### src/sv/assert_macros.svh
// ----------------------------------------------------------------------------
// Assertion macros
// Clocked assertion wrappers shared by the RTL; ASSERT_OFF removes them.
// ----------------------------------------------------------------------------
`ifndef ASSERT_MACROS_SVH
`define ASSERT_MACROS_SVH

`ifndef ASSERT_OFF
// Overlapping implication, sampled on clk, disabled while rst_n is low.
`define ASSERT_IMPLIES(label, ante, cons, msg) \
    label: assert property (@(posedge clk) disable iff (!rst_n) (ante) |-> (cons)) \
        else $error(msg);
// Implication checked in the cycle after the antecedent.
`define ASSERT_NEXT(label, ante, cons, msg) \
    label: assert property (@(posedge clk) disable iff (!rst_n) (ante) |=> (cons)) \
        else $error(msg);
`else
`define ASSERT_IMPLIES(label, ante, cons, msg)
`define ASSERT_NEXT(label, ante, cons, msg)
`endif

`endif

### src/sv/qwt_pkg.sv
// ----------------------------------------------------------------------------
// qwt_pkg
// Types and constants shared by the quoted word tokenizer modules.
// ----------------------------------------------------------------------------
`default_nettype none

package qwt_pkg;

    localparam int BYTE_W         = 8;
    localparam int COUNT_BITS_DEF = 8;
    localparam int MAX_RESULTS    = 3;

    localparam logic [BYTE_W-1:0] QUOTE_CH      = 8'h27;
    localparam logic [BYTE_W-1:0] BSLASH_CH     = 8'h5C;
    localparam logic [BYTE_W-1:0] MAX_TOKENS_RST = 8'd255;

    typedef enum logic [1:0] {
        KIND_BYTE = 2'd0,
        KIND_EOW  = 2'd1,
        KIND_DONE = 2'd2
    } item_kind_t;

    typedef enum logic [2:0] {
        MODE_BETWEEN = 3'd0,
        MODE_PLAIN   = 3'd1,
        MODE_QUOTED  = 3'd2,
        MODE_QSEEN   = 3'd3,
        MODE_ESCAPE  = 3'd4,
        MODE_RAW     = 3'd5,
        MODE_DROP    = 3'd6
    } scan_mode_t;

    typedef struct packed {
        item_kind_t         kind;
        logic [BYTE_W-1:0]  value;
        logic [BYTE_W-1:0]  count;
        logic               last;
    } result_t;

    // All results caused by one text byte, slot 0 first.
    typedef struct packed {
        result_t [MAX_RESULTS-1:0] slot;
        logic    [1:0]             num;
    } res_set_t;

endpackage

`default_nettype wire

### src/sv/quoted_word_tokenizer_core.sv
// ----------------------------------------------------------------------------
// quoted_word_tokenizer_core
// Splits a byte stream into words with single-quote quoting and a word limit.
// ----------------------------------------------------------------------------
// Usage:
// Text enters on the s_ channel, one byte per beat, with s_tlast on the
// final byte of a text. Results leave on the m_ channel, one per beat:
// m_tuser gives the kind (word byte, end of word, done), m_tdata carries
// the byte in its low half and the running word count in its high half,
// and m_tlast marks the last result caused by one input byte.
// An accepted byte is held in the input register, decoded by the scan logic,
// and its whole result set (zero to three beats) is written to the result
// buffer, which hands the beats out in slot order. The result buffer drains
// one beat per cycle while m_tready is high; a byte that causes at most one
// result therefore streams at one byte per cycle, and a byte with N results
// occupies the output for N beats. A byte with no result passes through the
// input register and adds no beat.
// When the receiver stalls, the buffer holds its beats and the input
// register holds the next byte; s_tready drops only while both are full.
// Reset empties both stages, returns the scanner to between words with a
// count of zero and loads max_tokens with 255. cfg_we writes max_tokens;
// the user must write it only while no text byte is in flight, unchecked here.
// ----------------------------------------------------------------------------
`default_nettype none
`include "assert_macros.svh"

module quoted_word_tokenizer_core #(
    parameter int COUNT_BITS = qwt_pkg::COUNT_BITS_DEF
) (
    input  wire logic                          clk,
    input  wire logic                          rst_n,
    // Configuration: max_tokens.
    input  wire logic                          cfg_we,
    input  wire logic [qwt_pkg::BYTE_W-1:0]    cfg_wdata,
    // Text input.
    input  wire logic                          s_tvalid,
    output logic                               s_tready,
    input  wire logic [qwt_pkg::BYTE_W-1:0]    s_tdata,   // data_byte
    input  wire logic                          s_tlast,   // end_of_text
    // Result output.
    output logic                               m_tvalid,
    input  wire logic                          m_tready,
    output logic [2*qwt_pkg::BYTE_W-1:0]       m_tdata,   // out_byte, word_count
    output logic                               m_tlast,   // last_result
    output logic [1:0]                         m_tuser    // item_kind
);
    import qwt_pkg::*;

    // Input register.
    logic              in_valid_reg;
    logic [BYTE_W-1:0] in_byte_reg;
    logic              in_eot_reg;

    // Scanner state and configuration.
    scan_mode_t            mode_reg;
    scan_mode_t            mode_next;
    logic [COUNT_BITS-1:0] words_seen_reg;
    logic [COUNT_BITS-1:0] words_seen_next;
    logic [BYTE_W-1:0]     max_tokens_reg;

    res_set_t res_set;
    logic     buf_free;
    logic     advance;

    // The held byte moves on as soon as the result buffer has room for its set.
    assign advance  = in_valid_reg && buf_free;
    assign s_tready = !in_valid_reg || buf_free;

    always_ff @(posedge clk or negedge rst_n)
    begin
        if (!rst_n)
        begin
            in_valid_reg <= 1'b0;
        end
        else if (s_tready)
        begin
            in_valid_reg <= s_tvalid;
        end
    end

    always_ff @(posedge clk)
    begin
        if (s_tready && s_tvalid)
        begin
            in_byte_reg <= s_tdata;
            in_eot_reg  <= s_tlast;
        end
    end

    always_ff @(posedge clk or negedge rst_n)
    begin
        if (!rst_n)
        begin
            mode_reg       <= MODE_BETWEEN;
            words_seen_reg <= '0;
        end
        else if (advance)
        begin
            mode_reg       <= mode_next;
            words_seen_reg <= words_seen_next;
        end
    end

    always_ff @(posedge clk or negedge rst_n)
    begin
        if (!rst_n)
        begin
            max_tokens_reg <= MAX_TOKENS_RST;
        end
        else if (cfg_we)
        begin
            max_tokens_reg <= cfg_wdata;
        end
    end

    qwt_scan #(
        .COUNT_BITS (COUNT_BITS)
    ) u_scan (
        .data_byte       (in_byte_reg),
        .end_of_text     (in_eot_reg),
        .mode            (mode_reg),
        .words_seen      (words_seen_reg),
        .max_tokens      (max_tokens_reg),
        .mode_next       (mode_next),
        .words_seen_next (words_seen_next),
        .res_set         (res_set)
    );

    qwt_result_buf u_result_buf (
        .clk      (clk),
        .rst_n    (rst_n),
        .load     (advance),
        .res_set  (res_set),
        .free     (buf_free),
        .m_tvalid (m_tvalid),
        .m_tready (m_tready),
        .m_tdata  (m_tdata),
        .m_tlast  (m_tlast),
        .m_tuser  (m_tuser)
    );

    // A done beat is always the last result of its byte.
    `ASSERT_IMPLIES(a_done_is_last, m_tvalid && (m_tuser == KIND_DONE), m_tlast,
        "done beat without last_result")
    // Input backpressure only while a byte waits behind pending results.
    `ASSERT_IMPLIES(a_stall_cause, !s_tready, in_valid_reg && m_tvalid,
        "s_tready low without a full pipeline")
    // The end of a text clears the scanner.
    `ASSERT_NEXT(a_eot_clears, advance && in_eot_reg,
        (words_seen_reg == '0) && (mode_reg == MODE_BETWEEN),
        "scanner not cleared after end of text")

endmodule

`default_nettype wire

### src/sv/qwt_scan.sv
// ----------------------------------------------------------------------------
// qwt_scan
// Decodes one text byte against the scan state: next state and result set.
// ----------------------------------------------------------------------------
`default_nettype none

module qwt_scan #(
    parameter int COUNT_BITS = qwt_pkg::COUNT_BITS_DEF
) (
    input  wire logic [qwt_pkg::BYTE_W-1:0] data_byte,
    input  wire logic                       end_of_text,
    input  wire qwt_pkg::scan_mode_t        mode,
    input  wire logic [COUNT_BITS-1:0]      words_seen,
    input  wire logic [qwt_pkg::BYTE_W-1:0] max_tokens,
    output qwt_pkg::scan_mode_t             mode_next,
    output logic [COUNT_BITS-1:0]           words_seen_next,
    output qwt_pkg::res_set_t               res_set
);
    import qwt_pkg::*;

    localparam int CMP_W = (COUNT_BITS > BYTE_W) ? COUNT_BITS : BYTE_W;

    logic [BYTE_W-1:0]     limit;
    logic [COUNT_BITS-1:0] ws_inc;
    logic                  at_limit;
    logic                  at_limit_inc;
    logic                  is_space;
    logic                  is_quote;

    assign limit        = (max_tokens == '0) ? BYTE_W'(1) : max_tokens;
    assign ws_inc       = (words_seen == '1) ? words_seen : words_seen + 1'b1;
    assign at_limit     = CMP_W'(words_seen) >= CMP_W'(limit);
    assign at_limit_inc = CMP_W'(ws_inc) >= CMP_W'(limit);
    assign is_space     = (data_byte == 8'h20) || (data_byte >= 8'h09 && data_byte <= 8'h0D);
    assign is_quote     = (data_byte == QUOTE_CH);

    always_comb
    begin
        result_t   slot [MAX_RESULTS];
        logic [1:0] num;
        logic       start;

        for (int i = 0; i < MAX_RESULTS; i++)
        begin
            slot[i] = '{kind: KIND_BYTE, value: '0, count: '0, last: 1'b0};
        end
        num             = 2'd0;
        start           = 1'b0;
        mode_next       = mode;
        words_seen_next = words_seen;

        unique case (mode)
            MODE_PLAIN:
            begin
                if (is_space)
                begin
                    slot[0]   = '{KIND_EOW, '0, BYTE_W'(words_seen), 1'b0};
                    num       = 2'd1;
                    mode_next = MODE_BETWEEN;
                end
                else if (is_quote)
                begin
                    slot[0] = '{KIND_EOW, '0, BYTE_W'(words_seen), 1'b0};
                    num     = 2'd1;
                    start   = 1'b1;
                end
                else
                begin
                    slot[0] = '{KIND_BYTE, data_byte, BYTE_W'(words_seen), 1'b0};
                    num     = 2'd1;
                end
            end
            MODE_QUOTED:
            begin
                if (is_quote)
                begin
                    mode_next = MODE_QSEEN;
                end
                else if (data_byte == BSLASH_CH)
                begin
                    mode_next = MODE_ESCAPE;
                end
                else
                begin
                    slot[0] = '{KIND_BYTE, data_byte, BYTE_W'(words_seen), 1'b0};
                    num     = 2'd1;
                end
            end
            MODE_QSEEN:
            begin
                if (is_quote)
                begin
                    // Doubled quote is a literal quote inside the word.
                    slot[0]   = '{KIND_BYTE, data_byte, BYTE_W'(words_seen), 1'b0};
                    num       = 2'd1;
                    mode_next = MODE_QUOTED;
                end
                else
                begin
                    slot[0] = '{KIND_EOW, '0, BYTE_W'(words_seen), 1'b0};
                    num     = 2'd1;
                    if (at_limit)
                    begin
                        mode_next = MODE_DROP;
                    end
                    else
                    begin
                        start = 1'b1;
                    end
                end
            end
            MODE_ESCAPE:
            begin
                slot[0]   = '{KIND_BYTE, data_byte, BYTE_W'(words_seen), 1'b0};
                num       = 2'd1;
                mode_next = MODE_QUOTED;
            end
            MODE_RAW:
            begin
                slot[0] = '{KIND_BYTE, data_byte, BYTE_W'(words_seen), 1'b0};
                num     = 2'd1;
            end
            MODE_DROP:
            begin
                num = 2'd0;
            end
            default:
            begin
                start = 1'b1;
            end
        endcase

        // Word start: whitespace stays between words, the limit drops the rest.
        if (start)
        begin
            if (is_space)
            begin
                mode_next = MODE_BETWEEN;
            end
            else if (at_limit)
            begin
                mode_next = MODE_DROP;
            end
            else
            begin
                words_seen_next = ws_inc;
                if (is_quote)
                begin
                    mode_next = MODE_QUOTED;
                end
                else
                begin
                    slot[num] = '{KIND_BYTE, data_byte, BYTE_W'(ws_inc), 1'b0};
                    num       = num + 2'd1;
                    mode_next = at_limit_inc ? MODE_RAW : MODE_PLAIN;
                end
            end
        end

        if (end_of_text)
        begin
            slot[num]       = '{KIND_DONE, '0, BYTE_W'(words_seen_next), 1'b0};
            num             = num + 2'd1;
            mode_next       = MODE_BETWEEN;
            words_seen_next = '0;
        end

        if (num != 2'd0)
        begin
            slot[num - 2'd1].last = 1'b1;
        end

        for (int i = 0; i < MAX_RESULTS; i++)
        begin
            res_set.slot[i] = slot[i];
        end
        res_set.num = num;
    end

endmodule

`default_nettype wire

### src/sv/qwt_result_buf.sv
// ----------------------------------------------------------------------------
// qwt_result_buf
// Holds one byte's result set; sends one beat per cycle while m_tready is high.
// ----------------------------------------------------------------------------
`default_nettype none

module qwt_result_buf (
    input  wire logic                         clk,
    input  wire logic                         rst_n,
    input  wire logic                         load,
    input  wire qwt_pkg::res_set_t            res_set,
    output logic                              free,
    output logic                              m_tvalid,
    input  wire logic                         m_tready,
    output logic [2*qwt_pkg::BYTE_W-1:0]      m_tdata,  // out_byte, word_count
    output logic                              m_tlast,  // last_result
    output logic [1:0]                        m_tuser   // item_kind
);
    import qwt_pkg::*;

    result_t    slot_reg [MAX_RESULTS];
    logic [1:0] rem_reg;
    logic [1:0] rem_next;
    logic [1:0] idx_reg;
    logic [1:0] idx_next;
    result_t    head;

    assign head     = slot_reg[idx_reg];
    assign m_tvalid = (rem_reg != 2'd0);
    assign m_tdata  = {head.count, head.value};
    assign m_tlast  = head.last;
    assign m_tuser  = head.kind;
    // Room for a new set once the last pending beat leaves this cycle.
    assign free     = (rem_reg == 2'd0) || (rem_reg == 2'd1 && m_tready);

    always_comb
    begin
        rem_next = rem_reg;
        idx_next = idx_reg;
        if (load)
        begin
            rem_next = res_set.num;
            idx_next = 2'd0;
        end
        else if (m_tvalid && m_tready)
        begin
            rem_next = rem_reg - 2'd1;
            idx_next = idx_reg + 2'd1;
        end
    end

    always_ff @(posedge clk or negedge rst_n)
    begin
        if (!rst_n)
        begin
            rem_reg <= 2'd0;
            idx_reg <= 2'd0;
        end
        else
        begin
            rem_reg <= rem_next;
            idx_reg <= idx_next;
        end
    end

    always_ff @(posedge clk)
    begin
        if (load)
        begin
            for (int i = 0; i < MAX_RESULTS; i++)
            begin
                slot_reg[i] <= res_set.slot[i];
            end
        end
    end

endmodule

`default_nettype wire
### config.mk
export PLATFORM = sky130hd
export DESIGN_NAME = quoted_word_tokenizer_core
export DESIGN_NICKNAME = d
export VERILOG_FILES = /design/src/sv/qwt_pkg.sv /design/src/sv/quoted_word_tokenizer_core.sv /design/src/sv/qwt_scan.sv /design/src/sv/qwt_result_buf.sv
export VERILOG_INCLUDE_DIRS = /design/src /design/src/sv
export SDC_FILE = /design/constraint.sdc
export NUM_CORES = 1
export LEC_CHECK = 0
export CAP_MARGIN = 5
export CORE_ASPECT_RATIO = 0.75
export CORE_UTILIZATION = 50
export CTS_CLUSTER_SIZE = 28
export DETAILED_ROUTE_END_ITERATION = 6
export DONT_BUFFER_PORTS = 1
export GPL_TIMING_DRIVEN = 0
export REMOVE_ABC_BUFFERS = 1
export SKIP_LAST_GASP = 1
export SYNTH_ARGS = -nofsm -noshare
export SYNTH_HDL_FRONTEND = slang
export SYNTH_SLANG_ARGS = --single-unit
### constraint.sdc
create_clock -name clk -period 5.92 [get_ports clk]
set_input_delay 1.184 -clock clk [delete_from_list [all_inputs] [get_ports clk]]
set_output_delay 1.184 -clock clk [all_outputs]
set_load 0.05 [all_outputs]
==> summary.md, run 1 <==
| Metric | Value |
|---|---|
| Outcome | `finished clean` |
| Tmin final | `4440 ps` |
| Area Overhead vs Synth | `9.57%` |
| Top FF cell, synth | `edfxtp_1` |
| Via density | `around 5.9` |
| Clk sink count | `80` |
| Layout cells sized above 1 | `0.0897` |
| TNS Setup | `0 ps` |
| Multi-input logic area | `2230 sq um` |
| WP data arrival | `4530 ps` |
| GR Util All Layers | `0.223` |
| # Post-CTS Setup Buffers | `0` |
| Final cycle utilization of the critical path | `0.750` |
| Number of flip-flops in the largest register | `47` |
| Kind of critical path | `reg2reg` |
| Number of synthesized flops with an enable pin | `56` |
| Synthesized area | `4720 sq um` |
| Number of gates resized after CTS | `0` |
| Post-synth top area cell | `edfxtp_1` |
| Number of diodes | `0` |
| Netlist cell types | `59` |
| CTS HTree Levels | `3` |
| CP Capture Type | `flop` |
| Num CTS Buffers | `9` |
| Routed WL per cell | `around 17 um` |
| Worst-Skew Late Latency | `340 ps` |
| Crit path max fanout | `12` |
| Global-route wire length before repair | `~16 mm` |
| Max Root-Sink Buffers | `2` |
| Synth area leaders | `edfxtp_1 (36%), dfrtp_1 (8.5%), ha_1 (6.1%)` |
| Initial antenna violation count | `0` |
| Gpl congestion | `0.905` |
| Syn Inst Count | `459` |
| Slew margin rel. | `0.175` |
| Port bufs | `0` |
| TritonCTS clock tree | `built` |
| Vias | `3441` |
| Hold Vio Cnt, Final | `0` |
| Ports | `43` |
| Residual DRC | `0` |
| Core Area | `9120 sq um` |
| Max Cap Viol | `0` |
| Die Span Y | `86.2 um` |
| Die X | `114 um` |
| Hpwl dp | `7.28 mm` |
| Initial Utilization | `0.518` |
| RSZ-0062 raised after global routing | `false` |
| Top achievable clock speed | `225 MHz` |
| Root Buffer | `clkbuf_16` |
| Die area | `about 9800 sq um` |
| Setup WS pre-CTS | `1160 ps` |
| Number of nets in the layout | `497` |
| GRT Residual Overflow | `0` |
| Drt first-iter violations | `262` |
| Register area | `2290 sq um` |
| Synthesized flop and latch total | `80` |
| Worst IR Drop VDD | `0.332 mV` |
| Drt pass-1 iters | `5` |
| Synth warnings | `0` |
| Vias in the first global route | `3176` |
| PwrDens | `slightly below 600 nW/um^2` |
| ANT nets after route | `0` |
| Worst slew pin tran | `1240 ps` |
| Drt total wl | `10.2 mm` |
| Top cell type's share of synthesized area | `0.356` |
| Fin. max-slew vios | `0` |
| Hold crit path type | `in2async` |
| Fin worst setup slack | `1480 ps` |
| Fill count | `796` |
| Post-synth ARST share | `0.300` |
| Cell row count | `30` |
| Synthesized area per cell | `around 10 sq um` |
| Max Clock Skew | `7.03 ps` |
| Cts hold-fix bufs | `0` |
| Clk slew on worst S/H paths | `~60 ps` |
| Final setup vio count | `0` |
| Largest net degree at the start of global routing | `33` |
| Critical Path RT | `6010 ps` |
| Setup crit start kind | `flop` |
| Pleak | `2.03 nW` |
| Register area share after synthesis | `0.486` |
-- Yosys cell counts (3+ instances only) --
cell	n
edfxtp_1	56
nand2_1	44
nor2_1	44
o21ai_0	30
mux2i_1	27
inv_1	25
ha_1	23
clkbuf_1	20
dfrtp_1	16
a22o_1	15
a21oi_1	14
and2_1	14
nand3_1	13
and3_1	10
dfstp_2	8
nand2b_1	8
a31oi_1	6
o21a_1	6
o22ai_1	6
a32o_1	5
nor3_1	5
xnor2_1	5
a211oi_1	3
a21o_1	3
a221oi_1	3
a22oi_1	3
mux2_2	3
o211ai_1	3
o41ai_1	3
-- power breakdown --
group / switching (mW) / total [mW] / internal [mW]
clock network: 0.220 / 0.600 / 0.380
registers: 0.192 / 1.05 / 0.857
logic: 0.971 / 1.42 / 0.452
-- through the flow --
stage               hold WS, ps  instance area, sq um   util  std cells  power [mW]
floorplan                   491                  4610      -        434        2.13
global placement            521                  4770  0.523        562        2.38
detailed placement          537                  4840  0.531        569        2.47
CTS                         527                  5170  0.567        585        3.08
global route                523                  5170  0.567        585        3.26
finish                      534                  5170  0.567        585        3.07
-- final timing paths --
kind / from / endpoint / slack, ps / cells after the start
max: max_tokens_reg[3]$_DFFE_PN1P_ / u_result_buf.slot_reg[0][5]$_DFFE_PP_ / 1480 / 14
min: rst_n / u_result_buf.idx_reg[1]$_DFFE_PN0P_ / 530 / 0
max reg2reg: max_tokens_reg[3]$_DFFE_PN1P_ / u_result_buf.slot_reg[0][5]$_DFFE_PP_ / 1480 / 14
min reg2reg: max_tokens_reg[2]$_DFFE_PN1P_ / max_tokens_reg[2]$_DFFE_PN1P_ / 540 / 2
max in group asynchronous: rst_n / max_tokens_reg[0]$_DFFE_PN1P_ / 5200 / 0
min in group clk: max_tokens_reg[2]$_DFFE_PN1P_ / max_tokens_reg[2]$_DFFE_PN1P_ / 540 / 2
-- cell families (layout without fill, tap and decap cells) --
group                    count (synthesis)  in the layout  synth area share
AND/OR/NAND/NOR                        150            150             0.151
AO/OA/AOI/OAI                          119            119             0.180
flip-flops                              80             80             0.486
buffers and inverters                   51             49            0.0440
multiplexers                            31             31            0.0692
adder cells (fa/ha/maj)                 23             23            0.0610
XOR/XNOR                                 5              5           0.00928
-- cell usage in the layout, fill, tap and decap left out, types with 3 or more instances in the layout --
| cell type | instances |
|---|---|
| edfxtp_1 | 56 |
| nand2_1 | 44 |
| nor2_1 | 44 |
| mux2i_1 | 27 |
| o21ai_0 | 25 |
| inv_1 | 24 |
| ha_1 | 23 |
| dfrtp_1 | 16 |
| a22o_1 | 15 |
| a21oi_1 | 14 |
| and2_1 | 14 |
| nand3_1 | 13 |
| and3_1 | 10 |
| clkbuf_16 | 9 |
| nand2b_1 | 8 |
| dfstp_2 | 8 |
| o21a_1 | 6 |
| a31oi_1 | 6 |
| o22ai_1 | 6 |
| nor3_1 | 5 |
| o21ai_1 | 5 |
| xnor2_1 | 5 |
| a32o_1 | 5 |
| buf_4 | 5 |
| o211ai_1 | 3 |
| a21o_1 | 3 |
| mux2_2 | 3 |
| o41ai_1 | 3 |
| a211oi_1 | 3 |
| a221oi_1 | 3 |
| a22oi_1 | 3 |
-- per-layer routing --
metal,global-route usage,part of all wire
met2,0.305,0.40
met1,0.342,0.54
met3,0.0580,0.051
met5,0,0
met4,0.0673,0.015
-- worst max-delay path, stage by stage, from the launching register on --
cell	delay, ps
dfstp_2	510
inv_1	90
a41o_1	280
ha_1	280
nand2b_1	90
a31oi_1	90
o31ai_2	760
a211o_1	420
mux2i_4	390
ha_1	200
nand2_1	150
clkinv_1	250
nor2_1	60
a22o_1	330
a22o_1	280
-- layout make-up --
cell class	count	share of cell area
clock buffers	11	0.0469
well taps	128	0.0310
inverters	26	0.0189
repair buffers	7	0.0133
clock inverters	5	0.0155
multi-input cells	328	0.431
flip-flops and latches	80	0.443
Note: power is estimated with default switching activity, not from simulation.
==> run 2, diff against run 1 <==
==> constraint.sdc (replaced) <==
create_clock -name clk -period 4.2 [get_ports clk]
set_input_delay 0.84 -clock clk [delete_from_list [all_inputs] [get_ports clk]]
set_output_delay 0.84 -clock clk [all_outputs]
set_load 0.05 [all_outputs]
==> summary.md, run 2 (synthesized netlist as in run 1, its figures left out) <==
| Metric | Value |
|---|---|
| Outcome | `finished clean` |
| Port bufs | `0` |
| Cts hold-fix bufs | `0` |
| Hold Vio Cnt, Final | `0` |
| Kind of critical path | `reg2reg` |
| Num CTS Buffers | `9` |
| Global-route wire length before repair | `16.5 mm` |
| Die Span Y | `86.2 um` |
| Worst slew pin tran | `1240 ps` |
| Hold crit path type | `in2async` |
| Finished Cell Area | `5230 sq um` |
| Sw Pwr | `1.96 mW` |
| Initial Utilization | `0.518` |
| Residual DRC | `0` |
| Cell row count | `30` |
| Ports | `43` |
| RSZ-0062 raised after global routing | `false` |
| PwrDens | `roughly 840 nW/um^2` |
| Tmin final | `3920 ps` |
| Final setup vio count | `0` |
| Hold Slack | `190 ps` |
| GR Util All Layers | `0.223` |
| Largest net degree at the start of global routing | `33` |
| GRT Residual Overflow | `0` |
| Die X | `114 um` |
| Finished Core Util | `0.574` |
| Vias | `approximately 3400` |
| Layout cells sized above 1 | `0.106` |
| Fin. max-slew vios | `0` |
| Clk slew on worst S/H paths | `60 ps` |
| Drt total wl | `around 10 mm` |
| TritonCTS clock tree | `built` |
| CP max stage delay | `430 ps` |
| Clk sink count | `80` |
| Hpwl dp | `between 7 and 8 mm` |
| Logic pwr share | `0.469` |
| Drt pass-1 iters | `5` |
| Drt first-iter violations | `236` |
| Initial antenna violation count | `0` |
| Reg power frac | `0.338` |
| Gpl congestion | `0.905` |
| Die area | `9840 sq um` |
| ANT nets after route | `0` |
| Vias in the first global route | `3179` |
| Top achievable clock speed | `255 MHz` |
| Routed WL per cell | `about 17 um` |
| Final cycle utilization of the critical path | `0.933` |
| Setup crit start kind | `flop` |
| Worst IR Drop VDD | `0.470 mV` |
| Total Power | `4.38 mW` |
| Pleak | `2.05 nW` |
| Clock power share | `0.193` |
| Root Buffer | `clkbuf_16` |
| Max Root-Sink Buffers | `2` |
| Slew margin rel. | `0.174` |
| Worst-Skew Late Latency | `340 ps` |
| CP Capture Type | `flop` |
| CTS HTree Levels | `3` |
| Number of flip-flops in the largest register | `47` |
| Critical Path RT | `4290 ps` |
| Most common cell after layout, fill and taps aside | `edfxtp_1` |
| Number of nets in the layout | `501` |
| Net Sw Frac | `0.449` |
| Area Overhead vs Synth | `10.8%` |
| Slowest stage cell on the critical path | `a211o_2` |
| Pint | `2.41 mW` |
| Max Cap Viol | `0` |
| Crit-path cells | `nor4_1 -> a41o_1 -> ha_1 -> nand2b_1 -> a31oi_1 -> o31ai_4 -> a211o_2 -> mux2i_4 -> ha_1 -> nand2_2 -> clkinvlp_4 -> a22o_1 -> a22o_1` |
| WP data arrival | `4010 ps` |
| Via density | `5.83` |
| R2R setup slack | `between 200 and 300 ps` |
| Placed cell areas | `between 4000 and 5000 sq um` |
| Max Clock Skew | `6.10 ps` |
| Core Area | `9120 sq um` |
| Commonest cells after routing, fill and taps aside | `edfxtp_1 (56), nor2_1 (44), nand2_1 (43)` |
| Number of diodes | `0` |
| Crit path max fanout | `8` |
[run 2: what timing repair did]
action	4_1_cts	5_1_grt
buffers inserted	1	3
pin swaps	1	1
resized for setup	3	4
setup endpoints to repair	29	15
[run 2: cell type report]
class                           instances  area [sq um]
Sequential cell                        80          2290
Tap cell                              128           160
Timing Repair Buffer                   11          98.8
Multi-Input combinational cell        328          2260
Fill cell                             787          3890
Clock buffer                           11           243
Inverter                               26           101
Clock inverter                          5          80.1
[run 2: path summary, 6_finish.rpt]
check	start	endpoint	depth (start not counted)
worst max-delay path	max_tokens_reg[2]$_DFFE_PN1P_	u_result_buf.slot_reg[0][5]$_DFFE_PP_	13
worst min-delay path	rst_n	u_result_buf.idx_reg[1]$_DFFE_PN0P_	0
worst max register to register	max_tokens_reg[2]$_DFFE_PN1P_	u_result_buf.slot_reg[0][5]$_DFFE_PP_	13
worst min register to register	max_tokens_reg[2]$_DFFE_PN1P_	max_tokens_reg[2]$_DFFE_PN1P_	2
max in group asynchronous	rst_n	max_tokens_reg[7]$_DFFE_PN1P_	0
min in group clk	max_tokens_reg[2]$_DFFE_PN1P_	max_tokens_reg[2]$_DFFE_PN1P_	2
[run 2: metal layers]
layer	vias up	share of wire	track usage
met2	90	0.40	0.305
li1	1697	-	-
met5	-	0	0
met4	0	0.015	0.0673
met1	1630	0.54	0.344
met3	14	0.049	0.0580
[run 2: critical path: cells and delay by family (launching register included)]
kind | cells | cell delay (ps)
AOI/OAI and AO/OA | 6 | 1770
adders and majority gates | 2 | 500
and+or+nand+nor | 3 | 580
DFF | 1 | 380
buffers and inverters | 1 | 190
muxes | 1 | 250
[run 2: power by group through the flow]
stage                     clock network, mW  registers, mW  logic, mW
after global routing                  0.884           1.52       2.24
after detailed placement                  0           1.49       2.00
after global placement                    0           1.49       1.87
after CTS                             0.857           1.48       2.02
final                                 0.845           1.48       2.05
after floorplan                           0           1.41       1.59
[run 2: per-stage QoR]
step,std cells,worst slack (ps),TNS [ps]
2_1_floorplan,434,209,0
3_3_place_gp,562,-775,-13080
3_5_place_dp,569,-556,-9720
4_1_cts,586,87.3,0
5_1_grt,589,100,0
6_report,589,282,0
